===== src/jsue_pkg.sv =====
// Types and constants of the JSON UTF-8 string escaper.
// Used by the front, queue and back modules; depends on nothing.
`default_nettype none

package jsue_pkg;

   localparam int QUEUE_DEPTH    = 4;
   localparam int QUEUE_PTR_BITS = 2;
   localparam int QUEUE_CNT_BITS = 3;

   localparam logic [7:0] CHR_TAB       = 8'h09;
   localparam logic [7:0] CHR_LF        = 8'h0a;
   localparam logic [7:0] CHR_CR        = 8'h0d;
   localparam logic [7:0] CHR_SPACE     = 8'h20;
   localparam logic [7:0] CHR_QUOTE     = 8'h22;
   localparam logic [7:0] CHR_BACKSLASH = 8'h5c;
   localparam logic [7:0] CHR_DEL       = 8'h7f;

   localparam logic [7:0] MASK_CONT  = 8'hc0;
   localparam logic [7:0] CODE_CONT  = 8'h80;
   localparam logic [7:0] MASK_LEAD2 = 8'he0;
   localparam logic [7:0] CODE_LEAD2 = 8'hc0;
   localparam logic [7:0] MASK_LEAD3 = 8'hf0;
   localparam logic [7:0] CODE_LEAD3 = 8'he0;
   localparam logic [7:0] MASK_LEAD4 = 8'hf8;
   localparam logic [7:0] CODE_LEAD4 = 8'hf0;

   localparam logic [15:0] CAPACITY_RESET = 16'd256;

   // One queue entry: up to four bytes emitted back to back, or a summary.
   typedef struct packed {
      logic [3:0][7:0] bytes;
      logic [1:0]      last_idx;
      logic            is_summary;
      logic [15:0]     count;
   } burst_type;

   typedef struct packed {
      logic full;
      logic empty;
   } queue_status_type;

endpackage

`default_nettype wire


===== src/json_utf8_string_escaper_unit.sv =====
// JSON string escaper for UTF-8 text. One raw byte is taken per cycle while
// the four-entry burst queue has room; each input item turns into zero to
// four result bytes (escapes, whole multi-byte characters) or one summary,
// and the output side delivers one result per cycle while the result port
// is not stalled. Input stalls only when the queue is full. The capacity
// register may be written while the block is idle.
`default_nettype none

module json_utf8_string_escaper_unit
   import jsue_pkg::*;
#(
   parameter int COUNT_BITS = 16
) (
   input  wire logic        clock,
   input  wire logic        reset,
   input  wire logic        req_valid,
   output logic             req_stall,
   input  wire logic [7:0]  req_in_byte,
   input  wire logic        req_end_of_string,
   output logic             rsp_valid,
   input  wire logic        rsp_stall,
   output logic [7:0]       rsp_out_byte,
   output logic             rsp_is_summary,
   output logic             rsp_run_last,
   output logic [15:0]      rsp_total_count,
   input  wire logic        csr_wr_en,
   input  wire logic [15:0] csr_wr_data
);

   queue_status_type q_status;
   burst_type        push_entry;
   burst_type        head_entry;
   logic             push;
   logic             pop;

   assign req_stall = q_status.full;

   jsue_front #(
      .COUNT_BITS (COUNT_BITS)
   ) u_front (
      .clock             (clock),
      .reset             (reset),
      .req_valid         (req_valid),
      .req_in_byte       (req_in_byte),
      .req_end_of_string (req_end_of_string),
      .csr_wr_en         (csr_wr_en),
      .csr_wr_data       (csr_wr_data),
      .q_status          (q_status),
      .push              (push),
      .push_entry        (push_entry)
   );

   jsue_queue u_queue (
      .clock      (clock),
      .reset      (reset),
      .push       (push),
      .push_entry (push_entry),
      .pop        (pop),
      .head_entry (head_entry),
      .status     (q_status)
   );

   jsue_back u_back (
      .clock           (clock),
      .reset           (reset),
      .head_entry      (head_entry),
      .q_status        (q_status),
      .pop             (pop),
      .rsp_valid       (rsp_valid),
      .rsp_stall       (rsp_stall),
      .rsp_out_byte    (rsp_out_byte),
      .rsp_is_summary  (rsp_is_summary),
      .rsp_run_last    (rsp_run_last),
      .rsp_total_count (rsp_total_count)
   );

endmodule

`default_nettype wire


===== src/jsue_queue.sv =====
// Short FIFO of bursts between the escaper front and the output sequencer.
// Depends on jsue_pkg.
`default_nettype none

module jsue_queue
   import jsue_pkg::*;
(
   input  wire logic       clock,
   input  wire logic       reset,
   input  wire logic       push,
   input  wire burst_type  push_entry,
   input  wire logic       pop,
   output burst_type       head_entry,
   output queue_status_type status
);

   burst_type                 entries_ff [QUEUE_DEPTH];
   logic [QUEUE_PTR_BITS-1:0] wr_ptr_ff, wr_ptr_in;
   logic [QUEUE_PTR_BITS-1:0] rd_ptr_ff, rd_ptr_in;
   logic [QUEUE_CNT_BITS-1:0] count_ff, count_in;

   assign status.full  = (count_ff == QUEUE_CNT_BITS'(QUEUE_DEPTH));
   assign status.empty = (count_ff == '0);
   assign head_entry   = entries_ff[rd_ptr_ff];

   always_comb begin
      wr_ptr_in = push ? wr_ptr_ff + 1'b1 : wr_ptr_ff;
      rd_ptr_in = pop  ? rd_ptr_ff + 1'b1 : rd_ptr_ff;
      count_in  = count_ff;
      if (push && !pop) begin
         count_in = count_ff + 1'b1;
      end else if (pop && !push) begin
         count_in = count_ff - 1'b1;
      end
   end

   always_ff @(posedge clock) begin
      if (reset) begin
         wr_ptr_ff <= '0;
         rd_ptr_ff <= '0;
         count_ff  <= '0;
      end else begin
         wr_ptr_ff <= wr_ptr_in;
         rd_ptr_ff <= rd_ptr_in;
         count_ff  <= count_in;
      end
   end

   always_ff @(posedge clock) begin
      if (push) begin
         entries_ff[wr_ptr_ff] <= push_entry;
      end
   end

endmodule

`default_nettype wire


===== src/jsue_front.sv =====
// Escaper front: takes one input byte per cycle while the queue has room, tracks
// UTF-8 sequences, capacity and halt state, and pushes whole bursts. Depends on jsue_pkg.
`default_nettype none

module jsue_front
   import jsue_pkg::*;
#(
   parameter int COUNT_BITS = 16
) (
   input  wire logic        clock,
   input  wire logic        reset,
   input  wire logic        req_valid,
   input  wire logic [7:0]  req_in_byte,
   input  wire logic        req_end_of_string,
   input  wire logic        csr_wr_en,
   input  wire logic [15:0] csr_wr_data,
   input  wire queue_status_type q_status,
   output logic             push,
   output burst_type        push_entry
);

   typedef enum logic [2:0] {
      CLS_ESCAPE,
      CLS_SPACE,
      CLS_DROP,
      CLS_PLAIN,
      CLS_LEAD2,
      CLS_LEAD3,
      CLS_LEAD4
   } class_type;

   localparam logic [33:0] COUNT_MAX = (34'd1 << COUNT_BITS) - 34'd1;

   logic [15:0]           cap_ff, cap_in;
   logic [7:0]            held_ff [3];
   logic [2:0]            exp_ff, exp_in;
   logic [1:0]            col_ff, col_in;
   logic [COUNT_BITS-1:0] wc_ff, wc_in;
   logic                  halt_ff, halt_in;

   logic            hold_we;
   logic [1:0]      hold_idx;
   logic            commit;
   logic [2:0]      cand_len;
   logic [3:0][7:0] cand_bytes;
   logic [33:0]     sum;
   logic            fail;
   logic            take;
   class_type       cls;

   assign take = req_valid && !q_status.full;

   always_comb begin
      if (req_in_byte == CHR_QUOTE || req_in_byte == CHR_BACKSLASH) begin
         cls = CLS_ESCAPE;
      end else if (req_in_byte == CHR_LF || req_in_byte == CHR_CR ||
                   req_in_byte == CHR_TAB) begin
         cls = CLS_SPACE;
      end else if (req_in_byte < CHR_SPACE || req_in_byte == CHR_DEL) begin
         cls = CLS_DROP;
      end else if (!req_in_byte[7]) begin
         cls = CLS_PLAIN;
      end else if ((req_in_byte & MASK_LEAD2) == CODE_LEAD2) begin
         cls = CLS_LEAD2;
      end else if ((req_in_byte & MASK_LEAD3) == CODE_LEAD3) begin
         cls = CLS_LEAD3;
      end else if ((req_in_byte & MASK_LEAD4) == CODE_LEAD4) begin
         cls = CLS_LEAD4;
      end else begin
         cls = CLS_DROP;
      end
   end

   assign cap_in = csr_wr_en ? csr_wr_data : cap_ff;

   always_comb begin
      exp_in     = exp_ff;
      col_in     = col_ff;
      wc_in      = wc_ff;
      halt_in    = halt_ff;
      hold_we    = 1'b0;
      hold_idx   = col_ff;
      commit     = 1'b0;
      cand_len   = '0;
      cand_bytes = '0;
      push       = 1'b0;
      push_entry = '0;
      sum        = '0;
      fail       = 1'b0;

      if (take && req_end_of_string) begin
         push                  = 1'b1;
         push_entry.is_summary = 1'b1;
         push_entry.count      = 16'(wc_ff);
         exp_in                = '0;
         col_in                = '0;
         wc_in                 = '0;
         halt_in               = 1'b0;
      end else if (take && !halt_ff) begin
         if (exp_ff != '0) begin
            if ((req_in_byte & MASK_CONT) != CODE_CONT) begin
               // broken sequence: drop held bytes and stop output
               exp_in  = '0;
               col_in  = '0;
               halt_in = 1'b1;
            end else if ({1'b0, col_ff} + 3'd1 < exp_ff) begin
               hold_we = 1'b1;
               col_in  = col_ff + 1'b1;
            end else begin
               commit   = 1'b1;
               cand_len = {1'b0, col_ff} + 3'd1;
               for (int k = 0; k < 3; k++) begin
                  cand_bytes[k] = (2'(k) < col_ff) ? held_ff[k] : req_in_byte;
               end
               cand_bytes[3] = req_in_byte;
               exp_in        = '0;
               col_in        = '0;
            end
         end else begin
            unique case (cls)
               CLS_ESCAPE: begin
                  commit        = 1'b1;
                  cand_len      = 3'd2;
                  cand_bytes[0] = CHR_BACKSLASH;
                  cand_bytes[1] = req_in_byte;
               end
               CLS_SPACE: begin
                  commit        = 1'b1;
                  cand_len      = 3'd1;
                  cand_bytes[0] = CHR_SPACE;
               end
               CLS_DROP: begin
                  commit = 1'b1;
               end
               CLS_PLAIN: begin
                  commit        = 1'b1;
                  cand_len      = 3'd1;
                  cand_bytes[0] = req_in_byte;
               end
               CLS_LEAD2, CLS_LEAD3, CLS_LEAD4: begin
                  hold_we  = 1'b1;
                  hold_idx = '0;
                  col_in   = 2'd1;
                  exp_in   = (cls == CLS_LEAD2) ? 3'd2 :
                             (cls == CLS_LEAD3) ? 3'd3 : 3'd4;
               end
               default: begin
                  commit = 1'b1;
               end
            endcase
         end

         if (commit) begin
            sum  = 34'(wc_ff) + 34'(cand_len);
            fail = (sum + 34'd1 > 34'(cap_ff)) || (sum > COUNT_MAX);
            if (fail) begin
               halt_in = 1'b1;
            end else begin
               wc_in = wc_ff + COUNT_BITS'(cand_len);
               if (cand_len != '0) begin
                  push                = 1'b1;
                  push_entry.bytes    = cand_bytes;
                  push_entry.last_idx = 2'(cand_len - 3'd1);
               end
            end
         end
      end
   end

   always_ff @(posedge clock) begin
      if (reset) begin
         cap_ff  <= CAPACITY_RESET;
         exp_ff  <= '0;
         col_ff  <= '0;
         wc_ff   <= '0;
         halt_ff <= 1'b0;
      end else begin
         cap_ff  <= cap_in;
         exp_ff  <= exp_in;
         col_ff  <= col_in;
         wc_ff   <= wc_in;
         halt_ff <= halt_in;
      end
   end

   always_ff @(posedge clock) begin
      for (int k = 0; k < 3; k++) begin
         if (hold_we && hold_idx == 2'(k)) begin
            held_ff[k] <= req_in_byte;
         end
      end
   end

endmodule

`default_nettype wire


===== src/jsue_back.sv =====
// Output sequencer: walks the head burst of the queue one byte per result
// and pops it after its last byte. Depends on jsue_pkg.
`default_nettype none

module jsue_back
   import jsue_pkg::*;
(
   input  wire logic        clock,
   input  wire logic        reset,
   input  wire burst_type   head_entry,
   input  wire queue_status_type q_status,
   output logic             pop,
   output logic             rsp_valid,
   input  wire logic        rsp_stall,
   output logic [7:0]       rsp_out_byte,
   output logic             rsp_is_summary,
   output logic             rsp_run_last,
   output logic [15:0]      rsp_total_count
);

   logic [1:0] offset_ff, offset_in;
   logic       fire;

   assign rsp_valid       = !q_status.empty;
   assign rsp_out_byte    = head_entry.bytes[offset_ff];
   assign rsp_is_summary  = head_entry.is_summary;
   assign rsp_run_last    = (offset_ff == head_entry.last_idx);
   assign rsp_total_count = head_entry.count;

   assign fire = rsp_valid && !rsp_stall;
   assign pop  = fire && rsp_run_last;

   always_comb begin
      offset_in = offset_ff;
      if (pop) begin
         offset_in = '0;
      end else if (fire) begin
         offset_in = offset_ff + 1'b1;
      end
   end

   always_ff @(posedge clock) begin
      if (reset) begin
         offset_ff <= '0;
      end else begin
         offset_ff <= offset_in;
      end
   end

endmodule

`default_nettype wire


===== config.mk =====
export PLATFORM = sky130hd
export DESIGN_NAME = json_utf8_string_escaper_unit
export DESIGN_NICKNAME = d
export VERILOG_FILES = /design/src/jsue_pkg.sv /design/src/json_utf8_string_escaper_unit.sv /design/src/jsue_queue.sv /design/src/jsue_front.sv /design/src/jsue_back.sv
export SDC_FILE = /design/constraint.sdc
export NUM_CORES = 1
export LEC_CHECK = 0
export BUFFER_PORTS_ARGS = -buffer_cell sky130_fd_sc_hd__buf_2
export CORE_UTILIZATION = 36
export CTS_BUF_LIST = sky130_fd_sc_hd__clkbuf_8
export CTS_CLUSTER_DIAMETER = 40
export CTS_CLUSTER_SIZE = 14
export DETAILED_ROUTE_END_ITERATION = 8
export GPL_TIMING_DRIVEN = 1
export PLACE_DENSITY_LB_ADDON = 0.1
export REMOVE_ABC_BUFFERS = 1
export SYNTH_ARGS = -nofsm -noshare
export SYNTH_HDL_FRONTEND = slang
export SYNTH_HIERARCHICAL = 1
export SYNTH_SLANG_ARGS = --single-unit

===== constraint.sdc =====
create_clock -name clock -period 10.3 [get_ports clock]
set_input_delay 1.03 -clock clock [delete_from_list [all_inputs] [get_ports clock]]
set_output_delay 1.03 -clock clock [all_outputs]
set_load 0.01 [all_outputs]

# Word-level counts from Yosys, hierarchy flattened
# Memory sizes are Yosys's and may differ from the RTL's. A register that Yosys moved wholly into a read port is not among the register bits.
# Index checks and enable logic that the tools add are counted.
[totals]
inputBits = 30
register_bits = 47
latch_bits = 0
mem_bits_rw = 228
romBits = 0
wordCells = 171
n_memories = 2
out_inout_bits = 28
[op_classes]
muxes = 83
n_addsub = 11
n_eq_ne = 20
n_mul = 0
shift = 0
div = 0
reduce_logical = 37
bitwise = 1
order_cmp = 8
[memory_table]
columns = ["memory", "words", "word_bits", "rd", "rd_ports_with_merged_regs", "write_ports", "line", "source"]
rows = [
  ["u_queue.entries_ff", 4, 51, 1, 1, 1, "jsue_queue.sv:17", "burst_type entries_ff [QUEUE_DEPTH];"],
  ["u_front.held_ff", 3, 8, 3, 0, 1, "jsue_front.sv:35", "logic [7:0] held_ff [3];"],
]
[op_table]
columns = ["operator", "n"]
rows = [
  ["2-to-1 mux 34 bit", 5],
  ["2-to-1 mux 32 bit", 2],
  ["2-to-1 mux 3 bit", 20],
  ["2-to-1 mux 8 bit", 7],
  ["adder 34 x 1 -> 34 bit (second input constant)", 1],
  ["greater-than comparator 34 x 16 -> 1 bit", 1],
  ["greater-than comparator 34 x 16 -> 1 bit (second input constant)", 1],
  ["2-to-1 mux 16 bit", 2],
  ["2-to-1 mux 1 bit", 31],
  ["equality test 8 x 4 -> 1 bit (second input constant)", 3],
  ["2-to-1 mux 2 bit", 12],
  ["one-hot mux 8 bit (3 select lines)", 1],
  ["adder 16 x 3 -> 17 bit", 1],
  ["2-to-1 mux 17 bit", 1],
  ["adder 16 x 3 -> 16 bit", 1],
  ["binary-select mux 8 bit (select 2 bit)", 1],
  ["equality test 8 x 7 -> 1 bit (second input constant)", 2],
  ["OR reduction 8 bit", 2],
  ["equality test 3 bit (second input constant)", 5],
  ["logical AND 1 bit", 10],
  ["adder 2 x 1 -> 2 bit (second input constant)", 4],
  ["equality test 8 x 6 -> 1 bit (second input constant)", 1],
  ["less-than comparator 8 x 6 -> 1 bit (second input constant)", 1],
  ["logical NOT 1 bit", 6],
  ["other kinds (28)", 39],
]

# Longest topological paths before layout
[depth]
ltp_word = 26
ltp_mapped = 30
depth_no_buf = 30

# Cells and area by module
# The synthesis kept the hierarchy.
[by_module_without_submodules]
columns = ["module", "area_each_um2", "n_inst", "cells_each", "seq_area_each_um2"]
rows = [
  ["jsue_queue", 7847.5, 1, 311, 6306.0],
  ["jsue_front", 4715.8, 1, 547, 1481.4],
  ["jsue_back", 462.9, 1, 43, 40.0],
]

# Least setup slack after synthesis
# Ideal clock, no wire load.
[synth_timing]
path_kind = "input port to flip-flop"
startpoint = "input port req_in_byte[4]"
endpoint = "memory u_queue/entries_ff[0][0] in the netlist's numbering (enable)"
setup_time_ns = 0.414
required_ns = 9.886
stages = 23
slack_ns = 2.223
path_buffers = 1
t_arrival_ns = 7.663
path_cell_list = "buf_6 or3_4 or4_4 a21oi_4 o31ai_1 a21o_1 ha_1 fa_1 a2111oi_0 or2_2 o211ai_1 a221oi_2 and3_1 o21ai_0 xnor2_1 ha_1 a21o_1 a21oi_1 o21ai_0 a211oi_1 o21ai_1 o31ai_1 and2_1"
[synth_via]
elab_chain_cells = 24
[synth_rtl]
columns = ["element", "line", "source"]
rows = [
  ["start: declaration", "json_utf8_string_escaper_unit.sv:18", "input wire logic [7:0] req_in_byte,"],
  ["equality test 5 bit", "jsue_front.sv:67", "end else if ((req_in_byte & MASK_LEAD4) == CODE_LEAD4) begin"],
  ["2-to-1 mux 3 bit", "jsue_front.sv:67", ""],
  ["2-to-1 mux 3 bit", "jsue_front.sv:65", "end else if ((req_in_byte & MASK_LEAD3) == CODE_LEAD3) begin"],
  ["2-to-1 mux 3 bit", "jsue_front.sv:63", "end else if ((req_in_byte & MASK_LEAD2) == CODE_LEAD2) begin"],
  ["2-to-1 mux 3 bit", "jsue_front.sv:61", "end else if (!req_in_byte[7]) begin"],
  ["2-to-1 mux 3 bit", "jsue_front.sv:59", "end else if (req_in_byte < CHR_SPACE || req_in_byte == CHR_DEL) begin"],
  ["2-to-1 mux 3 bit", "jsue_front.sv:56", "end else if (req_in_byte == CHR_LF || req_in_byte == CHR_CR ||"],
  ["2-to-1 mux 3 bit (*)", "jsue_front.sv:54", "if (req_in_byte == CHR_QUOTE || req_in_byte == CHR_BACKSLASH) begin"],
  ["[9 not listed]", "n/a", ""],
  ["logical OR 1 bit", "jsue_front.sv:155", "fail = (sum + 34'd1 > 34'(cap_ff)) || (sum > COUNT_MAX);"],
  ["2-to-1 mux 1 bit", "jsue_front.sv:156", "if (fail) begin"],
  ["2-to-1 mux 1 bit (*)", "jsue_front.sv:153", "if (commit) begin"],
  ["2-to-1 mux 1 bit (*)", "jsue_front.sv:99", "end else if (take && !halt_ff) begin"],
  ["2-to-1 mux 1 bit (*)", "jsue_front.sv:91", "if (take && req_end_of_string) begin"],
  ["net push", "json_utf8_string_escaper_unit.sv:33", "logic push;"],
  ["2-to-1 mux 1 bit (*)", "jsue_queue.sv:50", "if (push) begin"],
  ["2-to-1 mux 1 bit (implied by the code) (*)", "jsue_queue.sv:51", "entries_ff[wr_ptr_ff] <= push_entry;"],
  ["end: declaration", "jsue_queue.sv:17", ""],
]
# Mark *: on every way through the listed nets, which the timed path passes. The rest lies on a longest branch. The select of a mux whose other input is x is not followed.

# Worst setup path in the final report
[layout_timing]
startpoint = "register u_front.col_ff[0]"
endpoint = "memory u_queue/entries_ff[1][28] in the netlist's numbering (enable)"
[layout_via]
elab_chain_cells = 17
[layout_rtl]
columns = ["element", "line", "source"]
rows = [
  ["start: declaration", "jsue_front.sv:37", "logic [1:0] col_ff, col_in;"],
  ["start signal: assignment", "jsue_front.sv:180", "col_ff <= col_in;"],
  ["adder 2 x 1 -> 3 bit (*)", "jsue_front.sv:106, jsue_front.sv:111", ""],
  ["less-than comparator 3 bit", "jsue_front.sv:106", "end else if ({1'b0, col_ff} + 3'd1 < exp_ff) begin"],
  ["2-to-1 mux 3 bit", "jsue_front.sv:106", ""],
  ["2-to-1 mux 3 bit", "jsue_front.sv:101", "if ((req_in_byte & MASK_CONT) != CODE_CONT) begin"],
  ["2-to-1 mux 3 bit", "jsue_front.sv:100", "if (exp_ff != '0) begin"],
  ["2-to-1 mux 3 bit", "jsue_front.sv:99", ""],
  ["2-to-1 mux 3 bit", "jsue_front.sv:91", ""],
  ["adder 16 x 3 -> 17 bit", "jsue_front.sv:154", "sum = 34'(wc_ff) + 34'(cand_len);"],
  ["[2 not listed]", "n/a", ""],
  ["logical OR 1 bit", "jsue_front.sv:155", ""],
  ["2-to-1 mux 1 bit", "jsue_front.sv:156", ""],
  ["2-to-1 mux 1 bit (*)", "jsue_front.sv:153", ""],
  ["2-to-1 mux 1 bit (*)", "jsue_front.sv:99", ""],
  ["2-to-1 mux 1 bit (*)", "jsue_front.sv:91", ""],
  ["net push", "json_utf8_string_escaper_unit.sv:33", ""],
  ["2-to-1 mux 1 bit (*)", "jsue_queue.sv:50", ""],
  ["2-to-1 mux 1 bit (implied by the code) (*)", "jsue_queue.sv:51", ""],
]
# Marks and branches as above.

==> flow_summary.json <==
{
  "fin_crit_sh_pct": 82.6,
  "antenna_found_initial": 0,
  "power_density_nw_per_um2": 197,
  "clk_pin_slew_ns": 0.07,
  "yosysSeqAreaShare_pct": 60.1,
  "leakage_nw": 4.99,
  "end_kind": "flip-flop",
  "wirelength_um": 30000,
  "via_per_inst": 5.18,
  "synth.distinct_cells": 82,
  "critPathMaxFanout": 27,
  "start_kind": "flip-flop",
  "gp_congestion": 0.818,
  "maxCapViolCount": 0,
  "tightest_slew_ns": 1.13,
  "drt_iter0_markers": 339,
  "netlist_area_um2": 13000,
  "rsz0062_at_grt": "no",
  "fin_worst_skew_ns": 0.0325,
  "rrSetupSlack_ns": 1.79,
  "start_util_pct": 36.6,
  "globalRouteOverflowTotal": 0,
  "synth_edf_count": 228,
  "final_area_um2": 14400,
  "fmax_mhz": 117,
  "syn_to_final_growth_pct": 10.7,
  "p_int_mw": 2.05,
  "vdd_drop_max_mv": 0.104,
  "fillers": 3337,
  "status": "complete, no violations",
  "portBuffers": 57,
  "required_ns": 10.54,
  "combPwrFrac_pct": 18.4,
  "synth_top_area_cell": "edfxtp_1",
  "grt_max_degree": 52,
  "final_cell_mix": "edfxtp_1, nor2_1, buf_2",
  "ios": 58,
  "layout_min_cycle_time_ns": 8.51,
  "drive_gt1_share_pct": 23.8,
  "diodes": 0,
  "drcViolationCount": 0,
  "switching_share_pct": 27.9,
  "cts-buffers-inserted": 42,
  "die_area_um2": 36900,
  "syn_inst": 901,
  "synthArstFlopShare_pct": 0,
  "cts_root_buf": "clkbuf_8",
  "cts_htree_levels": 2,
  "crit_type": "reg -> reg",
  "clk_latency_ns": 0.57,
  "pwr-share-clk_pct": 33.6,
  "yosysWarnings": 6,
  "grt_pass1_wl_um": 46400,
  "yosys_register_bits": 277,
  "post_cts_resized": 0,
  "switchingPower_uw": 793,
  "final_common_cell": "edfxtp_1",
  "slew_violations": 0,
  "drt_pass1_iterations": 4,
  "grt_pass1_vias": 7732,
  "place_area_um2": 13500,
  "tritoncts": "done",
  "cp.arrival_ns": 8.75,
  "rows": 69,
  "dpl.hpwl_um": 19700,
  "ys.flop_type": "edfxtp_1",
  "seq_power_share_pct": 48.0,
  "clockBufferDepth": 3,
  "setup_viol": 0,
  "vias": 7434,
  "die_w_um": 192,
  "avgSynthCellArea_um2": 14.5,
  "yosysTopAreaCellShare_pct": 52.6,
  "cts_sinks": 277,
  "hold_viol_final": 0,
  "postRouteAntennaNets": 0,
  "core_area_um2": 35600,
  "min_path_type": "reg -> reg",
  "slew_headroom_pct": 24.4,
  "wire_per_inst_um": 20.9,
  "finalSetupTns_ns": 0,
  "track_usage_pct": 16.8,
  "dieHeight_um": 192,
  "final_nets": 1005,
  "synthTopCellsByArea": "edfxtp_1, mux4_2, dfxtp_1",
  "post-cts-setup-buffers": 0,
  "hold_buffers": 0
}
-- power by group through the flow --
| stage | registers (mW) | clock network (mW) | logic, mW |
|---|---|---|---|
| 3_3_place_gp | 1.39 | 0 | 0.540 |
| 6_report | 1.36 | 0.954 | 0.522 |
| 2_1_floorplan | 1.39 | 0 | 0.339 |
| 4_1_cts | 1.37 | 0.988 | 0.541 |
| 3_5_place_dp | 1.39 | 0 | 0.539 |
| 5_1_grt | 1.38 | 1.03 | 0.580 |
-- stage by stage --
stage	hold WS (ns)	power, mW	instances	util, %	worst slack, ns
2_1_floorplan	0.460	1.72	830	-	1.86
3_3_place_gp	0.477	1.93	1359	38.1	1.50
3_5_place_dp	0.484	1.93	1359	38.1	1.35
4_1_cts	0.501	2.90	1436	40.6	1.69
5_1_grt	0.516	2.99	1436	40.6	1.14
6_report	0.493	2.84	1436	40.6	1.79
-- layer usage --
metal | global-route usage (%) | routed length [um]
met2 | 29.6 | 15200
met5 | 0 | 0
met1 | 20.9 | 13000
met3 | 2.72 | 1050
met4 | 5.39 | 708
-- area by class of cell --
cell class                 instances  area [um^2]  share of cell area (%)
tap                              461          577                    4.00
multi-input combinational        524         4620                    32.0
clock inverter                    33          277                    1.92
inverter                          29          109                   0.755
timing repair buffer              68          405                    2.81
sequential                       277         7830                    54.3
clock buffer                      44          606                    4.20
-- cell families (layout without fill, tap and decap cells) --
kind of cell,Yosys count,count (layout),share of synthesized area (%)
flip-flops,277,277,60.1
AO/OA/AOI/OAI,114,114,5.91
XOR/XNOR,31,31,2.08
multiplexers,101,101,13.5
AND/OR/NAND/NOR,244,244,10.6
adder cells (fa/ha/maj),33,33,3.28
buffers and inverters,100,174,4.49
other,1,1,0.0288
-- critical path: stages, from the launching register on --
cell and delay [ns]:
dfxtp_1 0.50, inv_1 0.13, ha_1 0.36, ha_1 0.28
a21boi_0 0.22, o21ai_0 0.17, a21boi_2 0.59, and2_1 0.28
ha_1 0.33, a21oi_2 0.14, or4b_2 0.72, xor2_1 0.22
a221oi_2 0.29, and3_1 0.22, o21ai_0 0.11, xnor2_1 0.20
ha_1 0.27, a21o_1 0.18, a21oi_1 0.15, o21ai_0 0.14
a211oi_1 0.32, o21ai_1 0.30, o31ai_1 0.93, and2_2 0.80
buf_12 0.30
-- cell usage after synthesis, types with 5 or more instances --
| master | number |
|---|---|
| buf_12 | 5 |
| xnor2_1 | 19 |
| a21oi_1 | 40 |
| nor2_1 | 60 |
| or3_1 | 16 |
| ha_1 | 31 |
| mux2i_1 | 39 |
| nand2b_1 | 9 |
| o31ai_1 | 5 |
| buf_2 | 7 |
| nand3_1 | 21 |
| clkbuf_1 | 28 |
| buf_6 | 6 |
| inv_1 | 29 |
| nor4b_1 | 6 |
| and3_1 | 20 |
| nor3_1 | 16 |
| xor2_1 | 12 |
| nor3_2 | 15 |
| mux4_2 | 56 |
| buf_4 | 19 |
| nand2_1 | 32 |
| a21o_1 | 10 |
| nand4_1 | 12 |
| and2_1 | 10 |
| o21ai_0 | 20 |
| dfxtp_1 | 49 |
| edfxtp_1 | 228 |
-- state kept, by name, indices dropped and copies added (netlist names), named ones only --
register and flops:
u_queue/rd_ptr_ff 2, u_front/cap_ff 16, u_front/wc_ff 16, u_queue/count_ff 3, u_front/exp_ff 3, u_front/col_ff 2, u_queue/wr_ptr_ff 2, u_front/halt_ff 1
u_back/offset_ff 2, u_queue/entries_ff 204, u_front/held_ff 24
-- final timing paths --
check,from,end,cells after the start
max,u_front/col_ff[0],u_queue/entries_ff[1][28],24
min,u_front/cap_ff[12],u_front/cap_ff[12],2
max reg2reg,u_front/col_ff[0],u_queue/entries_ff[1][28],24
min reg2reg,u_front/cap_ff[12],u_front/cap_ff[12],2
(Power assumes the default switching activity.)
